### src/hdl/htpd_pkg.sv
// Shared types and constants of the Huffman tree page decoder.
package htpd_pkg;

  localparam int PAGE_BYTES_DEF = 2048;
  localparam int NODE_COUNT_DEF = 4096;

  localparam int IDX_W = 12;
  localparam int CNT_W = 12;

  localparam logic [1:0] OP_LOAD  = 2'd0;
  localparam logic [1:0] OP_START = 2'd1;
  localparam logic [1:0] OP_DATA  = 2'd2;

  localparam logic [2:0] KIND_INTER  = 3'd0;
  localparam logic [2:0] KIND_LEAF8  = 3'd1;
  localparam logic [2:0] KIND_LEAF16 = 3'd2;
  localparam logic [2:0] KIND_EOF    = 3'd3;
  localparam logic [2:0] KIND_EMPTY  = 3'd4;

  localparam logic [1:0] RES_BYTE  = 2'd0;
  localparam logic [1:0] RES_END   = 2'd1;
  localparam logic [1:0] RES_ERROR = 2'd2;

  typedef struct packed {
    logic [2:0]       kind;
    logic [IDX_W-1:0] left;
    logic [IDX_W-1:0] right;
    logic [15:0]      value;
  } node_t;

  typedef struct packed {
    logic [1:0]       kind;
    logic [7:0]       data;
    logic [CNT_W-1:0] count;
  } result_t;

endpackage

### src/hdl/htpd_result_stage.sv
// Result holding register and output register that mark the final result of each item.
module htpd_result_stage (
  input  logic              clk_i,
  input  logic              rst_ni,
  input  logic              push_i,
  input  logic              flush_i,
  input  htpd_pkg::result_t res_i,
  output logic              ready_o,
  output logic              out_valid_o,
  input  logic              out_stall_i,
  output htpd_pkg::result_t out_res_o,
  output logic              out_last_o
);
  import htpd_pkg::*;

  logic    pend_valid_q;
  result_t pend_q;
  logic    out_valid_q;
  result_t out_q;
  logic    out_last_q;

  assign ready_o = !out_valid_q || !out_stall_i;

  always_ff @(posedge clk_i or negedge rst_ni) begin
    if (!rst_ni) begin
      pend_valid_q <= 1'b0;
      out_valid_q  <= 1'b0;
    end else begin
      if (out_valid_q && !out_stall_i) begin
        out_valid_q <= 1'b0;
      end
      if (ready_o && push_i) begin
        pend_valid_q <= 1'b1;
        if (pend_valid_q) begin
          out_valid_q <= 1'b1;
        end
      end else if (ready_o && flush_i) begin
        pend_valid_q <= 1'b0;
        if (pend_valid_q) begin
          out_valid_q <= 1'b1;
        end
      end
    end
  end

  always_ff @(posedge clk_i) begin
    if (ready_o && push_i) begin
      pend_q     <= res_i;
      out_q      <= pend_q;
      out_last_q <= 1'b0;
    end else if (ready_o && flush_i && pend_valid_q) begin
      out_q      <= pend_q;
      out_last_q <= 1'b1;
    end
  end

  assign out_valid_o = out_valid_q;
  assign out_res_o   = out_q;
  assign out_last_o  = out_last_q;

endmodule

### config.mk
export PLATFORM = sky130hd
export DESIGN_NAME = htpd_result_stage
export DESIGN_NICKNAME = d
export VERILOG_FILES = /design/src/hdl/htpd_pkg.sv /design/src/hdl/htpd_result_stage.sv
export SDC_FILE = /design/constraint.sdc
export NUM_CORES = 1
export LEC_CHECK = 0
export BUFFER_PORTS_ARGS = -buffer_cell sky130_fd_sc_hd__buf_2
export CORE_AREA = 2 2 57 59
export DETAILED_ROUTE_END_ITERATION = 10
export DIE_AREA = 0 0 59 61
export PLACE_DENSITY = 0.85
export SYNTH_ARGS = -nofsm -noshare
export SYNTH_HDL_FRONTEND = slang
export SYNTH_SLANG_ARGS = --single-unit
### constraint.sdc
create_clock -name clk_i -period 2.8 [get_ports clk_i]
set_input_delay 0.42 -clock clk_i [delete_from_list [all_inputs] [get_ports clk_i]]
set_output_delay 0.42 -clock clk_i [all_outputs]
set_load 0.05 [all_outputs]
==> impl_metrics.py, run 1 <==
metrics = {
    "run_status": {
        "outcome": "finished, final reports clean",
    },
    "floorplanning": {
        "i_o_pin_total": 52,
        "start_util": 0.490,
        "fp-row-count": 20,
        "core_area_um2": 2950,
        "floorplan.die.height_um": 61,
        "die_width_um": 59,
        "floorplan.die_area_um2": 3600,
    },
    "final_layout": {
        "layout_commonest_cell": "sky130_fd_sc_hd__buf_2",
        "layout-area-overhead-vs-synth_pct": 25.3,
        "final_layout_size_suffix_gt1_frac": 0.508,
        "layout.cells.most_common_list": "sky130_fd_sc_hd__buf_2 (51), sky130_fd_sc_hd__edfxtp_1 (44), sky130_fd_sc_hd__clkbuf_4 (5), sky130_fd_sc_hd__clkbuf_1 (3)",
        "fillerInstances": 227,
        "antenna_cells_inserted": 0,
        "fin_nets": 144,
    },
    "sta": {
        "worst_clock_skew_ps": 6.86,
        "layout_min_cycle_time_ps": 1580,
        "hold_viol_final": 0,
        "setup-tns-final_ps": 0,
        "report.final.setup_viol": 0,
        "fmaxAchievable_mhz": 634,
        "period_share": 0.563,
        "rsz_0062_raised_after_global_routing": "no",
        "setup_ws_ps": 1220,
        "timing_worst_slew_pin_value_ps": 299,
        "slew_viol_final": 0,
        "timing.max_slew.rel_slack": 0.801,
    },
    "global_route": {
        "grt_start_max_net_pins": 25,
        "number_of_antenna_violations_at_the_first_check_in_global_routing": 0,
        "grt_pass1_wl_um": 3210,
        "global_route.overflow_total": 0,
        "groute.usage.overall": 0.136,
        "grt_pass1_vias": 735,
    },
    "critical_path": {
        "r2r.worst_path.cells": 2,
        "critical_path.startpoint_type": "flop",
        "critPathCapture": "ready_o",
        "data_required_time_at_the_worst_endpoint_ps": 2380,
        "critical_path_peak_fanout": 5,
        "r2r_setup_slack_ps": 1600,
        "worst-setup-path-type": "flop to primary output",
        "endpoint_kind": "primary output",
        "worst_r2r_startpoint": "out_valid_o",
        "timing.rr.end": "pend_q[19]",
        "worst_setup_path_startpoint": "out_valid_o",
        "cp_data_arrival_time_ps": 1160,
    },
    "route": {
        "final_antenna_net_count": 0,
        "drt-vias-per-instance": 4.79,
        "drt-pass1-iter-count": 4,
        "routedLengthMet1_um": 736,
        "met2RoutedLength_um": 1100,
        "top_layer": "met4",
        "met3WireLength_um": 197,
        "drcViolationCount": 0,
        "num_vias": 724,
        "routedWlPerCell_um": 13.8,
        "finalWirelength_um": 2090,
        "first_iteration_detailed_routing_drc_count": 11,
    },
    "power_and_ir_drop": {
        "p_leak_nw": 0.717,
        "power.density_cell_area_nw_per_um2": 761,
        "power.ir.vdd_worst_mv": 0.369,
    },
    "synth": {
        "synthesis.nets": 84,
        "netlist_area_um2": 1450,
        "ys_warn_count": 0,
        "main_combinational_cell_family_by_area_after_synthesis": "compound AO/OA/AOI/OAI gates",
        "synthCells": 57,
        "ys_seq_area_frac": 0.962,
        "ys_seq_elements": 47,
        "synth_cell_types": 11,
        "fraction_of_the_mapped_netlist_area_in_simple_logic_gates": 0.0182,
        "share_of_synthesized_cell_area_in_full_adder_half_adder_and_majority_cells": 0,
        "synth_area_per_cell_um2": 25.4,
        "synth.area.mux_share": 0,
        "xor_xnor_share_of_the_synthesized_area": 0,
        "synth_compound_area_frac": 0.0199,
    },
    "clocking": {
        "clkLatencyLatePin_ps": 350,
        "h_tree_levels": 2,
        "cts-buffers-inserted": 5,
        "cts.root.buffer_cell": "sky130_fd_sc_hd__clkbuf_4",
        "cts_setup_buffers": 0,
        "cts.sinks": 47,
        "tritoncts": "done",
        "ctsLongestPathBuffers": 2,
        "cts.reportedPaths.clkPinSlew_ps": 110,
    },
    "place": {
        "gp_routability_congestion": 0.650,
        "port_buffers": 51,
        "place_worst_setup_slack_ps": 1450,
        "detailedPlacementHpwl_um": 1540,
    },
    "min_path": {
        "hold_path_depth": 1,
        "worst_hold_path_type": "primary input to flop",
        "timing.hold.worst.start": "res_i[3]",
    },
    "flow_run": {
        "max-cap-violations": 0,
    },
}
## cells in the mapped netlist
master | count | area, µm²
sky130_fd_sc_hd__dfxtp_1 | 1 | 20.0
sky130_fd_sc_hd__o21ai_0 | 1 | 5.00
sky130_fd_sc_hd__dfrtp_1 | 2 | 50.1
sky130_fd_sc_hd__edfxtp_1 | 44 | 1320
sky130_fd_sc_hd__and2_4 | 1 | 8.76
sky130_fd_sc_hd__nand2_2 | 1 | 6.26
sky130_fd_sc_hd__a31oi_1 | 1 | 6.26
sky130_fd_sc_hd__a21oi_1 | 2 | 10.0
sky130_fd_sc_hd__nor2_1 | 1 | 3.75
sky130_fd_sc_hd__a21o_1 | 1 | 7.51
sky130_fd_sc_hd__nand2_1 | 2 | 7.51
## metrics by stage
stage	hold slack (ps)	cell area, µm²	util	power [mW]	cells
floorplan	124	1450	-	1.05	57
global placement	205	1750	0.594	1.11	142
detailed placement	206	1750	0.594	1.12	142
CTS	221	1810	0.614	1.40	151
global route	205	1810	0.614	1.44	151
finish	242	1810	0.614	1.38	151
## metal layers
layer,global-route usage,up-vias
li1,-,342
met1,0.127,338
met5,0,-
met3,0.0725,7
met2,0.238,37
met4,0.0779,0
## worst max-delay path, cell delays in order, from the launching register on
cell and delay [ps]:
sky130_fd_sc_hd__dfrtp_1 430, sky130_fd_sc_hd__nand2_2 110, sky130_fd_sc_hd__buf_2 270
## final cells by class
| cell class | count | area (µm²) | area share |
|---|---|---|---|
| sequential | 47 | 1390 | 0.767 |
| tap | 33 | 41.3 | 0.0228 |
| clock buffer | 8 | 48.8 | 0.0269 |
| multi-input combinational | 10 | 58.8 | 0.0324 |
| timing repair buffer | 53 | 273 | 0.150 |
## state kept, by name, indices dropped and copies added, names as in the netlist
signal,cells
pend_valid_q,1
out_last_o,1
out_res_o,22
pend_q,22
out_valid_o,1
## kinds of logic after synthesis
family             Yosys count
DFF                         47
and+or+nand+nor              5
AOI/OAI and AO/OA            5
## worst min-delay path by stage
stage                   endpoint  slack, ps
floorplan            out_valid_o        120
global placement     out_valid_o        200
detailed placement  pend_valid_q        210
CTS                    pend_q[3]        220
global route          pend_q[17]        210
finish                 pend_q[3]        240
## report_power, final
| part | switching (mW) | internal [mW] |
|---|---|---|
| logic | 0.186 | 0.0489 |
| clock network | 0.180 | 0.100 |
| registers | 0.0193 | 0.845 |
## what timing repair did
action | 4_1_cts | 5_1_grt
gates resized for setup | 0 | 0
hold buffers | 1 | 0
endpoints found under the hold margin | 2 | 0
Note: power is estimated with default switching activity, not from simulation.
==> run 2, diff against run 1 <==
Settings changed: CORE_AREA 2 2 57 59 to 2 2 61 63, DIE_AREA 0 0 59 61 to 0 0 63 65, PLACE_DENSITY 0.85 to 0.78.
Clock period 2.8 ns to 1.3 ns, I/O delays scaled along.
==> impl_metrics.py, run 2 (synthesized netlist as in run 1, its figures left out) <==
metrics = {
    "power_and_ir_drop": {
        "power.density_cell_area_nw_per_um2": 1500,
        "seq_power_share": 0.609,
        "power.share.combinational": 0.190,
        "power.ir.vdd_worst_mv": 0.691,
        "p_leak_nw": 0.802,
        "clock_power_share": 0.201,
        "switching_share_of_total_power": 0.284,
        "switchingPower_uw": 869,
        "cell_internal_pwr_mw": 2.19,
    },
    "sta": {
        "worst_clock_skew_ps": 7.10,
        "fmaxAchievable_mhz": 820,
        "setup-tns-final_ps": 0,
        "rsz_0062_raised_after_global_routing": "no",
        "timing_worst_slew_pin_value_ps": 305,
        "slew_viol_final": 0,
        "timing.max_slew.rel_slack": 0.797,
        "layout_min_cycle_time_ps": 1220,
        "report.final.setup_viol": 0,
        "hold_viol_final": 0,
        "period_share": 0.939,
    },
    "critical_path": {
        "r2r.worst_path.cells": 2,
        "critical_path_peak_fanout": 5,
        "worst_r2r_startpoint": "out_valid_o",
        "endpoint_kind": "primary output",
        "critical_path.startpoint_type": "flop",
        "cp_cell_sequence": "nand2_4 > buf_6",
        "r2r_setup_slack_ps": 110,
        "timing.rr.end": "pend_q[4]",
        "cp_data_arrival_time_ps": 1030,
        "worst-setup-path-type": "flop to primary output",
        "critical_path.max_stage_delay_ps": 450,
        "worst_path_max_delay_cell": "sky130_fd_sc_hd__dfrtp_2",
        "data_required_time_at_the_worst_endpoint_ps": 1110,
    },
    "global_route": {
        "number_of_antenna_violations_at_the_first_check_in_global_routing": 0,
        "grt_pass1_vias": 740,
        "global_route.overflow_total": 0,
        "grt_start_max_net_pins": 25,
        "groute.usage.overall": 0.119,
        "grt_pass1_wl_um": 3430,
    },
    "final_layout": {
        "seq_area_um2": 1390,
        "stdcell_area_um2": 2040,
        "final-instance-count-excl-fill": 183,
        "fin_nets": 161,
        "layout-area-overhead-vs-synth_pct": 40.8,
        "antenna_cells_inserted": 0,
        "final_util": 0.583,
        "layout.cells.most_common_list": "sky130_fd_sc_hd__buf_2 (50), sky130_fd_sc_hd__edfxtp_1 (44), sky130_fd_sc_hd__dlygate4sd3_1 (17), sky130_fd_sc_hd__clkbuf_4 (5), sky130_fd_sc_hd__nand2_1 (2)",
        "multiInputGateArea_um2": 71.3,
        "fillerInstances": 294,
        "final_layout_size_suffix_gt1_frac": 0.474,
        "layout_commonest_cell": "sky130_fd_sc_hd__buf_2",
    },
    "floorplanning": {
        "floorplan.die.height_um": 65,
        "i_o_pin_total": 52,
        "start_util": 0.414,
        "core_area_um2": 3500,
        "fp-row-count": 22,
        "floorplan.die_area_um2": 4100,
        "die_width_um": 63,
    },
    "flow_run": {
        "max-cap-violations": 0,
    },
    "route": {
        "first_iteration_detailed_routing_drc_count": 31,
        "drcViolationCount": 0,
        "final_antenna_net_count": 0,
        "routedWlPerCell_um": 12.7,
        "drt-pass1-iter-count": 4,
        "finalWirelength_um": 2320,
        "num_vias": 779,
        "drt-vias-per-instance": 4.26,
    },
    "min_path": {
        "timing.hold.worst.start": "res_i[20]",
        "hold_path_depth": 1,
        "worst_hold_path_type": "primary input to flop",
        "worst_hold_path.endpoint": "pend_q[20]",
    },
    "place": {
        "placed_cells": 157,
        "port_buffers": 51,
        "placed_cell_area_um2": 1800,
        "gp_routability_congestion": 0.630,
        "detailedPlacementHpwl_um": 1670,
    },
    "run_status": {
        "outcome": "finished, final reports clean",
    },
    "clocking": {
        "clkLatencyLatePin_ps": 340,
        "tritoncts": "done",
        "cts.reportedPaths.clkPinSlew_ps": 120,
        "cts-buffers-inserted": 5,
        "cts.root.buffer_cell": "sky130_fd_sc_hd__clkbuf_4",
        "h_tree_levels": 2,
        "cts.sinks": 47,
        "ctsLongestPathBuffers": 2,
    },
}
==> run 2: cell types whose count changed in the layout (fill, tap and decap cells not counted), sizes merged <==
cell,previous run,this run
buf,52,53
clkbuf,8,6
clkinv,0,1
clkinvlp,0,1
dlygate4sd3,1,17
==> run 2: power groups by stage <==
stage                     registers, mW  logic (mW)  clock network (mW)
after detailed placement           1.90       0.534                   0
after floorplan                    2.18      0.0878                   0
final                              1.86       0.581               0.615
after CTS                          1.87       0.537               0.643
after global routing               1.88       0.611               0.711
after global placement             1.89       0.524                   0
==> run 2: critical path, delay by kind of cell, from the launching register on <==
kind | cells | cell delay, ps
simple gates | 1 | 90
buf+inv | 1 | 160
flops | 1 | 450
==> run 2: metrics by stage <==
step	hold slack, ps	power (mW)	setup slack, ps
after global routing	-6.10	3.20	15.4
after floorplan	-101	2.27	-88.0
after global placement	-20.3	2.41	131
after detailed placement	-15.5	2.44	97.5
final	32.9	3.06	79.9
after CTS	3.49	3.05	9.32
==> run 2: what timing repair did <==
action / 4_1_cts / 5_1_grt
setup endpoints to repair: 1 / 2
hold buffers: 1 / 16
gates resized for setup: 1 / 1
setup buffers: 0 / 1
endpoints found under the hold margin: 2 / 16
==> run 2: how the worst max path moves through the flow <==
stage                    to  slack, ps         from
5_1_grt             ready_o         20  out_valid_o
4_1_cts             ready_o          9  out_valid_o
6_report            ready_o         80  out_valid_o
3_5_place_dp     pend_q[20]        100  out_valid_o
3_3_place_gp     pend_q[20]        130  out_valid_o
2_1_floorplan  out_res_o[0]        -90  out_valid_o
==> run 2: area by class of cell <==
| cell class | count | area share |
|---|---|---|
| Timing Repair Buffer | 70 | 0.225 |
| Clock inverter | 2 | 0.00614 |
| Clock buffer | 6 | 0.0203 |
| Tap cell | 48 | 0.0295 |
| Sequential cell | 47 | 0.684 |
| Multi-Input combinational cell | 10 | 0.0350 |
==> run 2: routing by layer <==
metal  track usage  share of wire  vias up
met1         0.121           0.40      366
met4        0.0667         0.0078        0
li1              -              -      376
met3        0.0451          0.054        4
met5             0              0        -
met2         0.209           0.54       33
==> run 3, diff against run 2 <==
Settings changed: CORE_AREA 2 2 61 63 to 2 2 64 66, DIE_AREA 0 0 63 65 to 0 0 66 68, PLACE_DENSITY 0.78 to 0.73.
==> impl_metrics.py, run 3 (synthesized netlist as in run 1, its figures left out) <==
metrics = {
    "clocking": {
        "ctsLongestPathBuffers": 2,
        "cts.root.buffer_cell": "sky130_fd_sc_hd__clkbuf_8",
        "cts.reportedPaths.clkPinSlew_ps": 70,
        "clkLatencyLatePin_ps": 280,
        "cts_setup_buffers": 0,
        "cts.sinks": 47,
        "tritoncts": "done",
        "h_tree_levels": 2,
        "cts-buffers-inserted": 5,
    },
    "global_route": {
        "number_of_antenna_violations_at_the_first_check_in_global_routing": 0,
        "grt_start_max_net_pins": 25,
        "grt_pass1_wl_um": 3110,
        "global_route.overflow_total": 0,
        "groute.usage.overall": 0.0994,
        "grt_pass1_vias": 726,
    },
    "critical_path": {
        "worst-setup-path-type": "flop to primary output",
        "endpoint_kind": "primary output",
        "cp_data_arrival_time_ps": 1040,
        "data_required_time_at_the_worst_endpoint_ps": 1110,
        "critical_path.startpoint_type": "flop",
        "critical_path_peak_fanout": 5,
    },
    "final_layout": {
        "layout-area-overhead-vs-synth_pct": 31.1,
        "final_layout_size_suffix_gt1_frac": 0.525,
        "final-instance-count-excl-fill": 168,
        "layout.cells.most_common_list": "sky130_fd_sc_hd__buf_2 (50), sky130_fd_sc_hd__edfxtp_1 (44), sky130_fd_sc_hd__clkbuf_8 (5), sky130_fd_sc_hd__nand2_1 (2), sky130_fd_sc_hd__clkbuf_1 (2)",
        "antenna_cells_inserted": 0,
        "fillerInstances": 342,
        "final_util": 0.492,
        "fin_nets": 144,
        "layout_commonest_cell": "sky130_fd_sc_hd__buf_2",
    },
    "sta": {
        "timing_worst_slew_pin_value_ps": 296,
        "hold_viol_final": 0,
        "slew_viol_final": 0,
        "timing.max_slew.rel_slack": 0.803,
        "rsz_0062_raised_after_global_routing": "no",
        "setup-tns-final_ps": 0,
        "period_share": 0.952,
        "layout_min_cycle_time_ps": 1240,
        "report.final.setup_viol": 0,
        "worst_clock_skew_ps": 2.44,
        "fmaxAchievable_mhz": 808,
    },
    "route": {
        "final_antenna_net_count": 0,
        "drcViolationCount": 0,
        "finalWirelength_um": 2140,
        "drt-pass1-iter-count": 3,
        "num_vias": 719,
        "routedWlPerCell_um": 12.7,
        "drt-vias-per-instance": 4.28,
        "first_iteration_detailed_routing_drc_count": 11,
    },
    "power_and_ir_drop": {
        "power.density_cell_area_nw_per_um2": 1680,
        "power.ir.vdd_worst_mv": 0.709,
        "p_leak_nw": 0.743,
        "total_power_mw": 3.19,
    },
    "place": {
        "gp_routability_congestion": 0.693,
        "placed_cells": 159,
        "port_buffers": 51,
        "detailedPlacementHpwl_um": 1570,
    },
    "floorplanning": {
        "floorplan.die_area_um2": 4490,
        "fp-row-count": 23,
        "start_util": 0.375,
        "die_width_um": 66,
        "core_area_um2": 3860,
        "i_o_pin_total": 52,
        "floorplan.die.height_um": 68,
    },
    "min_path": {
        "worst_hold_path_type": "primary input to flop",
    },
    "run_status": {
        "outcome": "finished, final reports clean",
    },
    "flow_run": {
        "max-cap-violations": 0,
    },
}
-- run 3: changes by cell type in the layout (fill, tap and decap cells not counted) --
| cell | delta |
|---|---|
| sky130_fd_sc_hd__buf_6 | -1 |
| sky130_fd_sc_hd__clkinvlp_4 | -1 |
| sky130_fd_sc_hd__clkbuf_8 | +5 |
| sky130_fd_sc_hd__dlygate4sd3_1 | -16 |
| sky130_fd_sc_hd__buf_4 | -1 |
| sky130_fd_sc_hd__clkbuf_4 | -4 |
| sky130_fd_sc_hd__clkbuf_1 | +1 |
-- run 3: metrics by stage --
stage	worst slack, ps	hold WS (ps)	instance area, µm²
after floorplan	-88.0	-101	1460
after global placement	146	-20.8	1800
after detailed placement	107	-13.1	1800
after CTS	16.8	70.5	1890
after global routing	29.1	62.1	1900
final	62.1	80.3	1900
-- run 3: metal layers --
metal	track usage	vias to the layer above	share of wire
li1	-	341	-
met1	0.101	339	0.36
met2	0.172	36	0.53
met3	0.0411	3	0.088
met4	0.0612	0	0.016
met5	0	-	0
-- run 3: layout make-up --
| cell class | count | area (µm²) | area share |
|---|---|---|---|
| Multi-Input combinational cell | 10 | 71.3 | 0.0376 |
| Clock inverter | 1 | 5.00 | 0.00264 |
| Clock buffer | 7 | 76.3 | 0.0403 |
| Tap cell | 50 | 62.6 | 0.0330 |
| Sequential cell | 47 | 1390 | 0.735 |
| Timing Repair Buffer | 53 | 288 | 0.152 |
-- run 3: path summary, 6_finish.rpt --
check	startpoint	end	slack, ps	cells past startpoint
max	out_valid_o	ready_o	60	2
min	res_i[0]	pend_q[0]	80	1
max reg2reg	out_valid_o	pend_q[15]	110	2
min reg2reg	pend_q[0]	out_res_o[0]	420	0
max in group asynchronous	rst_ni	out_valid_o	960	2
min in group asynchronous	rst_ni	pend_valid_q	230	2
-- run 3: repair_timing --
| item | in CTS | in global routing |
|---|---|---|
| hold buffers | 1 | 0 |
| resized for setup | 0 | 1 |
| endpoints found under the setup margin | 0 | 1 |
| hold endpoints to repair | 2 | 0 |
-- run 3: worst max-delay path, stage by stage, from the launching register on --
cell	delay, ps
sky130_fd_sc_hd__dfrtp_2	450
sky130_fd_sc_hd__nand2_4	80
sky130_fd_sc_hd__clkbuf_4	230
-- run 3: power by group --
group | switching, mW | internal [mW]
sequential | 0.0430 | 1.82
clock | 0.416 | 0.377
combinational | 0.408 | 0.121
