--- config.mk ---
export PLATFORM = sky130hd
export DESIGN_NAME = htpd_walker
export DESIGN_NICKNAME = d
export VERILOG_FILES = /design/src/hdl/htpd_pkg.sv /design/src/hdl/htpd_walker.sv
export SDC_FILE = /design/constraint.sdc
export NUM_CORES = 1
export LEC_CHECK = 0
export BUFFER_PORTS_ARGS = -buffer_cell sky130_fd_sc_hd__buf_2
export CAP_MARGIN = 10
export CORE_MARGIN = 5
export CORE_UTILIZATION = 25
export CTS_CLUSTER_DIAMETER = 40
export DETAILED_ROUTE_END_ITERATION = 16
export HOLD_SLACK_MARGIN = 0.02
export PLACE_DENSITY_LB_ADDON = 0.08
export SLEW_MARGIN = 15
export SYNTH_ARGS = -nofsm -noshare
export SYNTH_HDL_FRONTEND = slang
export SYNTH_SLANG_ARGS = --single-unit
--- constraint.sdc ---
create_clock -name clk_i -period 2.65 [get_ports clk_i]
set_clock_uncertainty 0.1 [all_clocks]
set_input_delay 0.1325 -clock clk_i [delete_from_list [all_inputs] [get_ports clk_i]]
set_output_delay 0.1325 -clock clk_i [all_outputs]
set_load 0.01 [all_outputs]
--- src/hdl/htpd_pkg.sv ---
// Shared types and constants of the Huffman tree page decoder.
package htpd_pkg;

  localparam int PAGE_BYTES_DEF = 2048;
  localparam int NODE_COUNT_DEF = 4096;

  localparam int IDX_W = 12;
  localparam int CNT_W = 12;

  localparam logic [1:0] OP_LOAD  = 2'd0;
  localparam logic [1:0] OP_START = 2'd1;
  localparam logic [1:0] OP_DATA  = 2'd2;

  localparam logic [2:0] KIND_INTER  = 3'd0;
  localparam logic [2:0] KIND_LEAF8  = 3'd1;
  localparam logic [2:0] KIND_LEAF16 = 3'd2;
  localparam logic [2:0] KIND_EOF    = 3'd3;
  localparam logic [2:0] KIND_EMPTY  = 3'd4;

  localparam logic [1:0] RES_BYTE  = 2'd0;
  localparam logic [1:0] RES_END   = 2'd1;
  localparam logic [1:0] RES_ERROR = 2'd2;

  typedef struct packed {
    logic [2:0]       kind;
    logic [IDX_W-1:0] left;
    logic [IDX_W-1:0] right;
    logic [15:0]      value;
  } node_t;

  typedef struct packed {
    logic [1:0]       kind;
    logic [7:0]       data;
    logic [CNT_W-1:0] count;
  } result_t;

endpackage

--- src/hdl/htpd_walker.sv ---
// Sequencer that walks the node table one bit at a time and produces results.
module htpd_walker #(
  parameter int PAGE_BYTES = htpd_pkg::PAGE_BYTES_DEF
) (
  input  logic                       clk_i,
  input  logic                       rst_ni,
  input  logic                       in_valid_i,
  output logic                       in_ready_o,
  input  logic [1:0]                 opcode_i,
  input  logic [htpd_pkg::IDX_W-1:0] node_index_i,
  input  logic [2:0]                 node_kind_i,
  input  logic [htpd_pkg::IDX_W-1:0] left_child_i,
  input  logic [htpd_pkg::IDX_W-1:0] right_child_i,
  input  logic [15:0]                leaf_value_i,
  input  logic [7:0]                 data_byte_i,
  input  logic [htpd_pkg::IDX_W-1:0] root_i,
  input  logic                       tbl_busy_i,
  output logic                       wr_en_o,
  output logic [htpd_pkg::IDX_W-1:0] wr_idx_o,
  output htpd_pkg::node_t            wr_node_o,
  output logic                       rd_en_o,
  output logic [htpd_pkg::IDX_W-1:0] rd_idx_o,
  input  htpd_pkg::node_t            rd_node_i,
  input  logic                       stage_ready_i,
  output logic                       push_o,
  output logic                       flush_o,
  output htpd_pkg::result_t          res_o
);
  import htpd_pkg::*;

  localparam int LW = $clog2(PAGE_BYTES + 1);

  typedef enum logic [2:0] {
    S_IDLE, S_RDCUR, S_CHKCUR, S_CHKNEXT, S_EMIT, S_FLUSH
  } state_e;

  typedef enum logic [1:0] {ACT_LO, ACT_ADV, ACT_DONE} act_e;

  state_e           state_q, state_d;
  act_e             act_q, act_d;
  logic [IDX_W-1:0] cur_q, cur_d;
  logic [IDX_W-1:0] next_q, next_d;
  logic [LW-1:0]    len_q, len_d;
  logic             fin_q, fin_d;
  logic             start_q, start_d;
  logic [7:0]       data_q, data_d;
  logic [2:0]       bit_q, bit_d;
  logic [15:0]      val_q, val_d;
  result_t          res_q, res_d;
  logic             accept;
  logic [LW-1:0]    len_inc;
  logic [IDX_W-1:0] child;

  assign in_ready_o = (state_q == S_IDLE) && !tbl_busy_i;
  assign accept     = in_valid_i && in_ready_o;
  assign len_inc    = len_q + LW'(1);
  assign child      = data_q[bit_q] ? rd_node_i.left : rd_node_i.right;

  assign wr_en_o   = accept && (opcode_i == OP_LOAD);
  assign wr_idx_o  = node_index_i;
  assign wr_node_o = '{kind: node_kind_i, left: left_child_i, right: right_child_i,
                       value: leaf_value_i};

  assign rd_en_o  = (state_q == S_RDCUR) || (state_q == S_CHKCUR);
  assign rd_idx_o = (state_q == S_RDCUR) ? cur_q : child;
  assign res_o    = res_q;

  always_comb begin
    state_d = state_q;
    act_d   = act_q;
    cur_d   = cur_q;
    next_d  = next_q;
    len_d   = len_q;
    fin_d   = fin_q;
    start_d = start_q;
    data_d  = data_q;
    bit_d   = bit_q;
    val_d   = val_q;
    res_d   = res_q;
    push_o  = 1'b0;
    flush_o = 1'b0;
    case (state_q)
      S_IDLE: begin
        if (accept) begin
          if (opcode_i == OP_START) begin
            len_d   = '0;
            fin_d   = 1'b0;
            cur_d   = root_i;
            start_d = 1'b1;
            state_d = S_RDCUR;
          end else if ((opcode_i == OP_DATA) && !fin_q) begin
            data_d  = data_byte_i;
            bit_d   = 3'd7;
            start_d = 1'b0;
            state_d = S_RDCUR;
          end
        end
      end
      S_RDCUR: begin
        state_d = S_CHKCUR;
      end
      S_CHKCUR: begin
        if (rd_node_i.kind != KIND_INTER) begin
          fin_d   = 1'b1;
          res_d   = '{kind: (rd_node_i.kind == KIND_EOF) ? RES_END : RES_ERROR,
                      data: '0, count: CNT_W'(len_q)};
          act_d   = ACT_DONE;
          state_d = S_EMIT;
        end else if (start_q) begin
          state_d = S_IDLE;
        end else begin
          next_d  = child;
          state_d = S_CHKNEXT;
        end
      end
      S_CHKNEXT: begin
        val_d = rd_node_i.value;
        if (rd_node_i.kind == KIND_INTER) begin
          cur_d = next_q;
          if (bit_q == 3'd0) begin
            state_d = S_FLUSH;
          end else begin
            bit_d   = bit_q - 3'd1;
            state_d = S_RDCUR;
          end
        end else if ((rd_node_i.kind == KIND_LEAF8) || (rd_node_i.kind == KIND_LEAF16)) begin
          if (len_q >= LW'(PAGE_BYTES)) begin
            fin_d   = 1'b1;
            res_d   = '{kind: RES_ERROR, data: '0, count: CNT_W'(len_q)};
            act_d   = ACT_DONE;
          end else begin
            len_d = len_inc;
            if (rd_node_i.kind == KIND_LEAF8) begin
              res_d = '{kind: RES_BYTE, data: rd_node_i.value[7:0], count: CNT_W'(len_inc)};
              act_d = ACT_ADV;
            end else begin
              res_d = '{kind: RES_BYTE, data: rd_node_i.value[15:8], count: CNT_W'(len_inc)};
              act_d = (len_inc < LW'(PAGE_BYTES)) ? ACT_LO : ACT_ADV;
            end
          end
          state_d = S_EMIT;
        end else begin
          fin_d   = 1'b1;
          res_d   = '{kind: (rd_node_i.kind == KIND_EOF) ? RES_END : RES_ERROR,
                      data: '0, count: CNT_W'(len_q)};
          act_d   = ACT_DONE;
          state_d = S_EMIT;
        end
      end
      S_EMIT: begin
        if (stage_ready_i) begin
          push_o = 1'b1;
          case (act_q)
            ACT_LO: begin
              len_d = len_inc;
              res_d = '{kind: RES_BYTE, data: val_q[7:0], count: CNT_W'(len_inc)};
              act_d = ACT_ADV;
            end
            ACT_ADV: begin
              cur_d = root_i;
              if (bit_q == 3'd0) begin
                state_d = S_FLUSH;
              end else begin
                bit_d   = bit_q - 3'd1;
                state_d = S_RDCUR;
              end
            end
            default: begin
              state_d = S_FLUSH;
            end
          endcase
        end
      end
      S_FLUSH: begin
        if (stage_ready_i) begin
          flush_o = 1'b1;
          state_d = S_IDLE;
        end
      end
      default: begin
        state_d = S_IDLE;
      end
    endcase
  end

  always_ff @(posedge clk_i or negedge rst_ni) begin
    if (!rst_ni) begin
      state_q <= S_IDLE;
      act_q   <= ACT_DONE;
      cur_q   <= '0;
      len_q   <= '0;
      fin_q   <= 1'b1;
      start_q <= 1'b0;
      bit_q   <= '0;
    end else begin
      state_q <= state_d;
      act_q   <= act_d;
      cur_q   <= cur_d;
      len_q   <= len_d;
      fin_q   <= fin_d;
      start_q <= start_d;
      bit_q   <= bit_d;
    end
  end

  always_ff @(posedge clk_i) begin
    next_q <= next_d;
    data_q <= data_d;
    val_q  <= val_d;
    res_q  <= res_d;
  end

endmodule

==> results of run 1 <==
## what timing repair did
action                                  4_1_cts  5_1_grt
gates resized for setup                       5       14
endpoints found under the setup margin       12       12
hold buffers                                 53        0
setup buffers                                 0        1
endpoints found under the hold margin        73        0
## cells in the mapped netlist, types with 2 or more instances
cell / number
sky130_fd_sc_hd__or2_2: 2
sky130_fd_sc_hd__edfxtp_1: 50
sky130_fd_sc_hd__a2111oi_4: 2
sky130_fd_sc_hd__a31oi_1: 15
sky130_fd_sc_hd__nand2_1: 55
sky130_fd_sc_hd__nand2_2: 2
sky130_fd_sc_hd__o21ai_0: 28
sky130_fd_sc_hd__clkbuf_1: 5
sky130_fd_sc_hd__mux2i_1: 8
sky130_fd_sc_hd__nand3_1: 6
sky130_fd_sc_hd__a22o_1: 2
sky130_fd_sc_hd__ha_1: 4
sky130_fd_sc_hd__a21oi_2: 2
sky130_fd_sc_hd__dfrtp_1: 32
sky130_fd_sc_hd__mux4_1: 2
sky130_fd_sc_hd__mux2_4: 20
sky130_fd_sc_hd__nand2b_1: 2
sky130_fd_sc_hd__nand4_1: 3
sky130_fd_sc_hd__buf_1: 4
sky130_fd_sc_hd__xor2_1: 5
sky130_fd_sc_hd__buf_2: 7
sky130_fd_sc_hd__mux2_2: 4
sky130_fd_sc_hd__nor3b_1: 3
sky130_fd_sc_hd__o22ai_1: 2
sky130_fd_sc_hd__dfstp_2: 2
sky130_fd_sc_hd__o41ai_1: 2
sky130_fd_sc_hd__nor2b_1: 7
sky130_fd_sc_hd__buf_4: 56
sky130_fd_sc_hd__o31ai_1: 6
sky130_fd_sc_hd__a21oi_1: 9
sky130_fd_sc_hd__and3_1: 2
sky130_fd_sc_hd__or3_1: 3
sky130_fd_sc_hd__o21a_1: 4
sky130_fd_sc_hd__and2_1: 3
sky130_fd_sc_hd__nor3_1: 12
sky130_fd_sc_hd__nor2_1: 31
sky130_fd_sc_hd__inv_1: 11
sky130_fd_sc_hd__xnor2_1: 7
## cell families after synthesis
kind of cell	after synthesis
AO/OA/AOI/OAI	80
XOR/XNOR	12
adder cells (fa/ha/maj)	4
buffers and inverters	86
flip-flops	84
multiplexers	35
AND/OR/NAND/NOR	137
## worst max path at each step
stage / startpoint / endpoint / depth (start not counted)
final: bit_q[0]$_DFFE_PN0P_ / rd_idx_o[3] / 6
after global routing: bit_q[0]$_DFFE_PN0P_ / rd_idx_o[3] / 6
after CTS: bit_q[0]$_DFFE_PN0P_ / rd_idx_o[1] / 6
after detailed placement: bit_q[0]$_DFFE_PN0P_ / rd_idx_o[0] / 6
after global placement: bit_q[0]$_DFFE_PN0P_ / rd_idx_o[0] / 6
after floorplan: state_q[0]$_DFFE_PN0P_ / res_o[0]$_DFFE_PP_ / 6
## area by class of cell
class | count | share of cell area, %
clock buffers | 9 | 3.631
multi-input cells | 268 | 30.10
clock inverters | 7 | 1.957
flip-flops and latches | 84 | 37.99
well taps | 234 | 4.721
inverters | 12 | 0.7464
repair buffers | 179 | 20.86
## per-stage QoR
stage / total power, mW / setup WS (ps)
after global placement: 4.470 / 298.2
after floorplan: 3.756 / 385.1
after global routing: 6.657 / -36.14
after CTS: 6.161 / 4.142
after detailed placement: 4.495 / 238.6
final: 6.193 / 51.45
## routing by layer
layer / track usage (%) / up-vias
met1: 14.73 / 1649
met4: 5.774 / 0
met3: 2.834 / 43
li1: - / 1733
met5: 0 / -
met2: 19.37 / 102
## flip-flops by register name, indices dropped and copies added, names as in the netlist
name and flops:
start_q 1, state_q 3, res_o 22, bit_q 3, next_q 12, val_q 8, fin_q 1, len_q 12
data_q 8, act_q 2, cur_q 12
## power by group through the flow
stage                     combinational (mW)  sequential [mW]  clock [mW]
after floorplan                         1.79             1.97           0
after global placement                  2.43             2.04           0
after detailed placement                2.46             2.03           0
after CTS                               2.61             2.01        1.54
after global routing                    3.01             2.06        1.59
final                                   2.71             2.00        1.48
## worst max-delay path, cell delays in order (launching register included)
cell	delay, ps
sky130_fd_sc_hd__dfrtp_2	400
sky130_fd_sc_hd__mux4_2	530
sky130_fd_sc_hd__mux2i_4	180
sky130_fd_sc_hd__buf_12	180
sky130_fd_sc_hd__mux2_4	320
sky130_fd_sc_hd__mux2_4	270
sky130_fd_sc_hd__buf_6	120
==> load_flow_metrics.sql, run 1 <==
INSERT INTO impl_metrics (metric_group, metric, value, unit) VALUES
('run_status', 'run_status', 'complete, no violations', ''),
('power', 'pwr-share-seq', '32.4', '%'),
('cts', 'cts_buffers', '9', ''),
('synth', 'synth_compound_area_share', '11.30', '%'),
('cts', 'ctsLongestPathBuffers', '2', ''),
('power', 'power_density', '998.6', 'nW/um^2'),
('grt', 'number_of_antenna_violations_at_the_first_check_in_global_routing', '0', ''),
('synth', 'syn-num-nets', '567', ''),
('synth', 'multiplexer_share_of_the_synthesized_area', '10.49', '%'),
('route', 'drt-wirelength-per-cell', '16.52', 'um'),
('timing', 'slew_headroom', '41.40', '%'),
('synth', 'avgSynthCellArea', '10.89', 'um^2'),
('synth', 'synthDominantAreaCellType', 'sky130_fd_sc_hd__edfxtp_1', ''),
('placement', 'place.gp.congestion', '0.7630', ''),
('timing', 'maxClockFrequency', '384.8', 'MHz'),
('critical_path', 'r2r.worst_path.cells', '5', ''),
('cts', 'htree_num_levels', '3', ''),
('synth', 'async_reset_ff_share', '40.48', '%'),
('layout', 'design.final.nets', '683', ''),
('synth', 'dominant_combinational_cell_family_by_area_after_synthesis', 'simple AND/OR/NAND/NOR gates', ''),
('power', 'power.switching', '2.189', 'mW'),
('synth', 'synth_cell_type_count', '56', ''),
('route', 'routed-via-count', '3527', ''),
('timing', 'setup_tns', '0', 'ps'),
('placement', 'hpwl', '9658', 'um'),
('cts', 'clock_sinks', '84', ''),
('synth', 'post_synth_adder_cell_area', '1.049', '%'),
('power', 'ir_drop_worst_case_vdd', '0.3899', 'mV'),
('synth', 'synth_xor_xnor_area_share', '2.203', '%'),
('route', 'dr.max_layer_used', 'met4', ''),
('floorplanning', 'area_of_the_die', '21950', 'um^2'),
('placement', 'place_area', '5234', 'um^2'),
('synth', 'synth_ff_type', 'sky130_fd_sc_hd__edfxtp_1', ''),
('critical_path', 'reg2reg_from', 'bit_q[0]$_DFFE_PN0P_', ''),
('timing', 'worst-slew-pin-transition', '879.0', 'ps'),
('grt', 'grt_max_degree', '35', ''),
('layout', 'syn_to_final_growth', '30.00', '%'),
('route', 'finalWirelength', '13100', 'um'),
('grt', 'grt_first_pass_wirelength', '20490', 'um'),
('synth', 'synth.top_cells.by_area', 'sky130_fd_sc_hd__edfxtp_1 (31%), sky130_fd_sc_hd__dfrtp_1 (17%), sky130_fd_sc_hd__buf_4 (8.8%)', ''),
('route', 'met2_wirelength', '6207', 'um'),
('power', 'pwr-share-clk', '23.9', '%'),
('synth', 'cell_area_after_synthesis', '4771', 'um^2'),
('hold_path', 'worst_hold_end', 'next_q[4]$_DFFE_PP_', ''),
('route', 'number_of_violations_reported_at_the_end_of_detailed_routing_iteration_0', '159', ''),
('layout', 'post_layout_inst_area', '6202', 'um^2'),
('layout', 'layout-drive-gt1-share', '33.27', '%'),
('layout', 'seqCellArea', '2356', 'um^2'),
('route', 'drtAntennaViolNets', '0', ''),
('grt', 'globalRouteOverflowTotal', '0', ''),
('critical_path', 'critPathMaxFanout', '12', ''),
('layout', 'fin_cells', '793', ''),
('hold_path', 'min-delay-start', 'rd_node_i[20]', ''),
('synth', 'synthesis.yosys.warnings', '0', ''),
('floorplanning', 'die_w', '148.1', 'um'),
('cts', 'clk_transition_reported_paths', '70', 'ps'),
('grt', 'gr-usage-all-layers', '11.85', '%'),
('critical_path', 'critical_path_required', '2420', 'ps'),
('synth', 'synthCells', '438', ''),
('power', 'power_frac_comb', '43.7', '%'),
('timing', 'minimum_period_implied_by_the_final_worst_setup_slack', '2599', 'ps'),
('critical_path', 'reg2reg_to', 'next_q[8]$_DFFE_PP_', ''),
('layout', 'most-common-layout-cells', 'sky130_fd_sc_hd__buf_2 (96), sky130_fd_sc_hd__nand2_1 (55), sky130_fd_sc_hd__dlygate4sd3_1 (53)', ''),
('timing', 'finalMaxSlewViolations', '0', ''),
('synth', 'count_of_flip_flops_with_a_built_in_enable_after_synthesis', '50', ''),
('route', 'detail_route.drc_violations', '0', ''),
('route', 'drt_pre_antenna_iters', '4', ''),
('synth', 'synth-simple-area-share', '13.72', '%'),
('layout', 'fin_util', '33.05', '%'),
('power', 'power.switching_fraction', '35.34', '%'),
('critical_path', 'startpoint_type', 'flop', '');
(Power assumes the default switching activity.)
==> run 2, diff against run 1 <==
CORE_ASPECT_RATIO = 0.6   (was unset)
==> load_flow_metrics.sql, run 2 (synthesis gave the netlist of run 1 again) <==
INSERT INTO impl_metrics (metric_group, metric, value, unit) VALUES
('run_status', 'run_status', 'complete, but fails checks', ''),
('run_status', 'violations_in_the_final_reports', 'negative setup slack', ''),
('cts', 'htree_num_levels', '3', ''),
('power', 'power_frac_comb', '44.0', '%'),
('power', 'leakagePower', '2.568', 'nW'),
('route', 'finalWirelength', '12750', 'um'),
('critical_path', 'critPathMaxFanout', '12', ''),
('floorplanning', 'core_region_area', '18880', 'um^2'),
('grt', 'number_of_antenna_violations_at_the_first_check_in_global_routing', '0', ''),
('layout', 'most-common-layout-cells', 'sky130_fd_sc_hd__buf_2 (98), sky130_fd_sc_hd__nand2_1 (55), sky130_fd_sc_hd__dlygate4sd3_1 (51)', ''),
('timing', 'worst_hold_slack', '57.70', 'ps'),
('timing', 'worst-slew-pin-transition', '947.3', 'ps'),
('layout', 'fillers', '1934', ''),
('grt', 'gr-usage-all-layers', '11.65', '%'),
('power', 'ir_drop_worst_case_vdd', '0.3442', 'mV'),
('cts', 'clk_transition_reported_paths', '70', 'ps'),
('floorplanning', 'initial_core_util', '25.26', '%'),
('floorplanning', 'die_height', '117.0', 'um'),
('layout', 'n_antenna_cell', '0', ''),
('floorplanning', 'area_of_the_die', '22040', 'um^2'),
('grt', 'first_global_vias', '3488', ''),
('cts', 'clock_sinks', '84', ''),
('floorplanning', 'rows', '39', ''),
('timing', 'setup-violations-final', '2', ''),
('critical_path', 'worst_ep_arrival_time', '2430', 'ps'),
('power', 'power.switching', '2.170', 'mW'),
('layout', 'post_layout_inst_area', '6158', 'um^2'),
('critical_path', 'reg2reg_from', 'bit_q[0]$_DFFE_PN0P_', ''),
('power', 'internal-power', '3.881', 'mW'),
('cts', 'clock_tree_from_tritoncts', 'yes', ''),
('layout', 'layout-drive-gt1-share', '32.32', '%'),
('timing', 'layout_setup_ws', '-15.07', 'ps'),
('critical_path', 'startpoint_type', 'flop', ''),
('timing', 'period_share', '100.6', '%'),
('route', 'drt-wirelength-per-cell', '15.88', 'um'),
('placement', 'place.gp.congestion', '0.7474', ''),
('placement', 'hpwl', '9166', 'um'),
('power', 'pwr-share-clk', '22.7', '%'),
('critical_path', 'critPathLaunch', 'bit_q[0]$_DFFE_PN0P_', ''),
('cts', 'cts_buffers', '9', ''),
('layout', 'fin_util', '32.61', '%'),
('flow_run', 'timing.max_cap.violations', '0', ''),
('placement', 'place.port_buffers', '108', ''),
('timing', 'minimum_period_implied_by_the_final_worst_setup_slack', '2665', 'ps'),
('floorplanning', 'die_w', '188.3', 'um'),
('timing', 'finalMaxSlewViolations', '0', ''),
('power', 'pwr-share-seq', '33.3', '%'),
('power', 'power.switching_fraction', '35.86', '%'),
('grt', 'grt_max_degree', '35', ''),
('hold_path', 'hp-class', 'primary input to flop', ''),
('cts', 'ctsLongestPathBuffers', '2', ''),
('layout', 'fin_cells', '803', ''),
('cts', 'cts.root.buffer_cell', 'sky130_fd_sc_hd__clkbuf_16', ''),
('layout', 'syn_to_final_growth', '29.08', '%'),
('route', 'drt_pre_antenna_iters', '4', ''),
('timing', 'slew_headroom', '36.85', '%'),
('timing', 'timing.final.hold_violations', '0', ''),
('timing', 'unrepaired_setup_endpoints_after_global_routing', 'true', ''),
('grt', 'grt_first_pass_wirelength', '19910', 'um'),
('hold_path', 'min-delay-start', 'rd_node_i[14]', ''),
('route', 'detail_route.drc_violations', '0', ''),
('layout', 'design.final.nets', '681', ''),
('cts', 'insertion_delay', '340', 'ps'),
('power', 'finalPower', '6.051', 'mW'),
('timing', 'maxClockFrequency', '375.2', 'MHz'),
('floorplanning', 'io-pin-count', '219', ''),
('critical_path', 'end_kind', 'output port', ''),
('route', 'routed_via_density', '4.352', ''),
('power', 'power_density', '982.6', 'nW/um^2'),
('layout', 'largest_register_ffs', '22', ''),
('route', 'number_of_violations_reported_at_the_end_of_detailed_routing_iteration_0', '187', ''),
('critical_path', 'critical_path_required', '2420', 'ps'),
('layout', 'layout_commonest_cell', 'sky130_fd_sc_hd__buf_2', ''),
('placement', 'placedCellCount', '732', ''),
('placement', 'placement.setup.worst_slack', '232.3', 'ps'),
('grt', 'globalRouteOverflowTotal', '0', ''),
('placement', 'place_area', '5226', 'um^2'),
('critical_path', 'critPathKind', 'flop to output port', ''),
('route', 'drtAntennaViolNets', '0', ''),
('timing', 'setup_tns', '-24.53', 'ps'),
('route', 'routed-via-count', '3495', '');
==> run 2: worst max-delay path: stages (launching register included) <==
cell,delay [ps]
sky130_fd_sc_hd__dfrtp_1,420
sky130_fd_sc_hd__mux4_2,550
sky130_fd_sc_hd__mux2i_4,190
sky130_fd_sc_hd__buf_12,180
sky130_fd_sc_hd__mux2_2,350
sky130_fd_sc_hd__mux2_2,260
sky130_fd_sc_hd__buf_2,140
==> run 2: metal layers <==
layer / vias to the layer above / routed length [um] / global-route usage, %
met4: 0 / 131 / 2.135
li1: 1723 / - / -
met5: - / 0 / 0
met1: 1638 / 7057 / 18.08
met3: 19 / 703 / 3.883
met2: 115 / 4860 / 15.59
==> run 2: final timing paths <==
| check | end | slack (ps) | cells after the start |
|---|---|---|---|
| max | rd_idx_o[0] | -20 | 6 |
| min | res_o[18]$_DFFE_PP_ | 60 | 3 |
| max reg2reg | next_q[0]$_DFFE_PP_ | 60 | 5 |
| min reg2reg | act_q[1]$_DFFE_PN1P_ | 400 | 2 |
| max in group asynchronous | bit_q[2]$_DFFE_PN0P_ | 1470 | 2 |
| min in group asynchronous | len_q[9]$_DFFE_PN0P_ | 380 | 2 |
==> run 2: final cells by class <==
cell class | instances | area [um^2] | share of cell area [%]
flip-flops and latches | 84 | 2355 | 38.24
multi-input cells | 268 | 1852 | 30.07
repair buffers | 177 | 1276 | 20.72
well taps | 246 | 307.8 | 4.998
clock buffers | 12 | 246.5 | 4.002
clock inverters | 4 | 75.07 | 1.219
inverters | 12 | 46.29 | 0.7517
==> run 2: what timing repair did <==
| item | in CTS | in global routing |
|---|---|---|
| endpoints found under the hold margin | 73 | 0 |
| hold buffers | 54 | 0 |
| buffers inserted | 1 | 0 |
| gates resized for setup | 12 | 3 |
| endpoints found under the setup margin | 12 | 17 |
==> run 2: power by group through the flow <==
stage | sequential (mW) | combinational [mW] | clock [mW]
CTS | 2.02 | 2.71 | 1.42
global route | 2.07 | 2.98 | 1.47
finish | 2.02 | 2.66 | 1.37
detailed placement | 2.04 | 2.44 | 0
floorplan | 1.97 | 1.79 | 0
global placement | 2.04 | 2.43 | 0
==> run 3, diff against run 2 <==
--- a/config.mk
+++ b/config.mk
@@ -7,2 +7,3 @@
 export LEC_CHECK = 0
+export ABC_AREA = 1
 export BUFFER_PORTS_ARGS = -buffer_cell sky130_fd_sc_hd__buf_2
--- a/constraint.sdc
+++ b/constraint.sdc
@@ -4,2 +4,2 @@
 set_output_delay 0.1325 -clock clk_i [all_outputs]
-set_load 0.01 [all_outputs]
+set_load 0.005 [all_outputs]
==> load_flow_metrics.sql, run 3 <==
INSERT INTO impl_metrics (metric_group, metric, value, unit) VALUES
('layout', 'design.final.nets', '848', ''),
('route', 'routed_via_density', '4.259', ''),
('run_status', 'run_status', 'complete, no violations', ''),
('critical_path', 'critical_path_required', '2420', 'ps'),
('cts', 'insertion_delay', '340', 'ps'),
('synth', 'synth_ff_type', 'sky130_fd_sc_hd__edfxtp_1', ''),
('cts', 'clk_transition_reported_paths', '70', 'ps'),
('timing', 'finalMaxSlewViolations', '0', ''),
('critical_path', 'end_kind', 'output port', ''),
('grt', 'grt.busiest_layer', 'met1', ''),
('grt', 'grt_first_pass_wirelength', '22910', 'um'),
('placement', 'placedCellCount', '951', ''),
('timing', 'worst_hold_slack', '73.08', 'ps'),
('synth', 'syn-num-nets', '759', ''),
('grt', 'number_of_antenna_violations_at_the_first_check_in_global_routing', '0', ''),
('layout', 'fin_cells', '997', ''),
('critical_path', 'worst_ep_arrival_time', '2010', 'ps'),
('synth', 'area_share_of_the_leading_cell_type_in_the_synthesized_netlist', '29.78', '%'),
('cts', 'ctsLongestPathBuffers', '2', ''),
('synth', 'avgSynthCellArea', '8.004', 'um^2'),
('layout', 'fillers', '2216', ''),
('cts', 'cts.root.buffer_cell', 'sky130_fd_sc_hd__clkbuf_16', ''),
('critical_path', 'startpoint_type', 'flop', ''),
('grt', 'grt.met3_usage', '4.153', '%'),
('synth', 'synthesis.yosys.warnings', '0', ''),
('layout', 'syn_to_final_growth', '21.02', '%'),
('synth', 'cell_area_after_synthesis', '5042', 'um^2'),
('power', 'leakagePower', '3.004', 'nW'),
('timing', 'setup_tns', '0', 'ps'),
('grt', 'met1_usage', '18.09', '%'),
('floorplanning', 'initial_core_util', '25.31', '%'),
('route', 'drt_pre_antenna_iters', '4', ''),
('placement', 'place.port_buffers', '108', ''),
('cts', 'post-cts-setup-buffer-count', '0', ''),
('route', 'number_of_violations_reported_at_the_end_of_detailed_routing_iteration_0', '231', ''),
('critical_path', 'critPathMaxFanout', '14', ''),
('route', 'drt-wirelength-per-cell', '14.56', 'um'),
('critical_path', 'critPathKind', 'flop to output port', ''),
('hold_path', 'hp-class', 'primary input to flop', ''),
('floorplanning', 'rows', '40', ''),
('grt', 'gr-usage-all-layers', '12.43', '%'),
('timing', 'maxClockFrequency', '446.8', 'MHz'),
('grt', 'globalRouteOverflowTotal', '0', ''),
('layout', 'n_antenna_cell', '0', ''),
('cts', 'htree_num_levels', '3', ''),
('layout', 'layout-drive-gt1-share', '20.99', '%'),
('grt', 'grt_max_degree', '35', ''),
('synth', 'synth_cell_type_count', '34', ''),
('layout', 'largest_register_ffs', '22', ''),
('placement', 'placement.setup.worst_slack', '557.9', 'ps'),
('cts', 'clock_sinks', '84', ''),
('placement', 'place.gp.congestion', '0.7840', ''),
('route', 'drtAntennaViolNets', '0', ''),
('cts', 'ctsResizeCount', '0', ''),
('layout', 'layout_commonest_cell', 'sky130_fd_sc_hd__nand2_1', ''),
('floorplanning', 'die_height', '120.0', 'um'),
('grt', 'global_route.usage.met2', '17.16', '%'),
('synth', 'synthCells', '630', ''),
('timing', 'period_share', '84.45', '%'),
('route', 'detail_route.drc_violations', '0', ''),
('timing', 'setup-violations-final', '0', ''),
('timing', 'slew_headroom', '40.53', '%'),
('cts', 'clock_tree_from_tritoncts', 'yes', ''),
('synth', 'ys_seq_elements', '84', ''),
('route', 'finalWirelength', '14510', 'um'),
('synth', 'count_of_flip_flops_with_a_built_in_enable_after_synthesis', '50', ''),
('synth', 'synthMostInstantiatedCell', 'sky130_fd_sc_hd__nand2_1', ''),
('power', 'power_density', '1007', 'nW/um^2'),
('route', 'routed-via-count', '4246', ''),
('timing', 'minimum_period_implied_by_the_final_worst_setup_slack', '2238', 'ps'),
('cts', 'hold_buffers', '30', ''),
('cts', 'cts_buffers', '9', ''),
('placement', 'hpwl', '11370', 'um'),
('floorplanning', 'area_of_the_die', '23200', 'um^2'),
('grt', 'first_global_vias', '4129', ''),
('floorplanning', 'io-pin-count', '219', ''),
('floorplanning', 'die_w', '193.3', 'um'),
('timing', 'unrepaired_setup_endpoints_after_global_routing', 'false', ''),
('synth', 'async_reset_ff_share', '40.48', '%'),
('timing', 'timing.final.hold_violations', '0', ''),
('synth', 'synth.top_cells.by_area', 'sky130_fd_sc_hd__edfxtp_1 (30%), sky130_fd_sc_hd__dfrtp_1 (16%), sky130_fd_sc_hd__nand2_1 (15%)', ''),
('flow_run', 'timing.max_cap.violations', '0', ''),
('synth', 'synthDominantAreaCellType', 'sky130_fd_sc_hd__edfxtp_1', ''),
('timing', 'layout_setup_ws', '412.0', 'ps'),
('power', 'finalPower', '6.142', 'mW'),
('synth', 'synth.top_cells.by_count', 'sky130_fd_sc_hd__nand2_1 (196), sky130_fd_sc_hd__inv_1 (83), sky130_fd_sc_hd__buf_4 (55)', ''),
('synth', 'synth_seq_area_share', '46.70', '%'),
('timing', 'worst-slew-pin-transition', '892.1', 'ps'),
('power', 'ir_drop_worst_case_vdd', '0.3575', 'mV'),
('floorplanning', 'core_region_area', '19920', 'um^2'),
('layout', 'most-common-layout-cells', 'sky130_fd_sc_hd__nand2_1 (196), sky130_fd_sc_hd__buf_2 (108), sky130_fd_sc_hd__inv_1 (83)', '');
[run 3: cell count changes after synthesis, sizes merged, moves of 8 or more]
cell and change:
mux2 -24, and2 +9, inv +77, nand3 +48
nor2 +11, nand2 +147, a31oi -15, o211ai +8
nor3 -10
[run 3: logic make-up (layout without fill, tap and decap cells)]
group	count (synthesis)	after routing	synth area share, %
compound gates	46	46	5.335
xor+xnor	5	5	0.8686
fa+ha+maj	4	4	0.9926
buf+inv	156	250	16.05
flops	84	84	46.70
mux	12	12	2.382
simple gates	323	323	27.67
[run 3: through the flow]
step	cell area [um^2]	util, %
2_1_floorplan	5042	-
3_3_place_gp	5508	27.65
4_1_cts	6102	30.63
5_1_grt	6102	30.63
6_report	6102	30.63
3_5_place_dp	5508	27.65
[run 3: critical path, stage by stage, from the launching register on]
cell,delay (ps)
sky130_fd_sc_hd__dfrtp_1,420
sky130_fd_sc_hd__inv_1,220
sky130_fd_sc_hd__nor3_1,70
sky130_fd_sc_hd__buf_4,190
sky130_fd_sc_hd__inv_1,390
sky130_fd_sc_hd__nand3_1,180
sky130_fd_sc_hd__nand2_1,90
sky130_fd_sc_hd__buf_2,110
[run 3: final timing paths]
check,startpoint,end,slack [ps],cells past startpoint
max,state_q[0]$_DFFE_PN0P_,rd_idx_o[0],410,7
min,rd_node_i[22],next_q[6]$_DFFE_PP_,70,4
max reg2reg,state_q[1]$_DFFE_PN0P_,cur_q[1]$_DFFE_PN0P_,550,8
min reg2reg,cur_q[6]$_DFFE_PN0P_,cur_q[6]$_DFFE_PN0P_,390,2
max in group asynchronous,rst_ni,cur_q[9]$_DFFE_PN0P_,1530,2
min in group asynchronous,rst_ni,len_q[0]$_DFFE_PN0P_,350,2
[run 3: power breakdown]
group / internal (mW) / switching [mW] / leakage, nW
Combinational: 0.981 / 1.80 / 1.96
Clock: 0.731 / 0.534 / 0.142
Sequential: 1.89 / 0.209 / 0.899
Total: 3.60 / 2.54 / 3.00
[run 3: layer usage]
metal	vias up	routed length, um
li1	2126	-
met1	1945	7373
met2	126	5858
met3	49	988
met4	0	293
met5	-	0
[run 3: final cells by class]
cell class              instances  area (um^2)  share of cell area [%]
flip-flops and latches         84         2355                   38.59
multi-input cells             390         1881                   30.82
repair buffers                146        900.9                   14.76
well taps                     273        341.6                   5.598
inverters                      88        330.3                   5.413
clock buffers                  10        229.0                   3.752
clock inverters                 6        65.06                   1.066
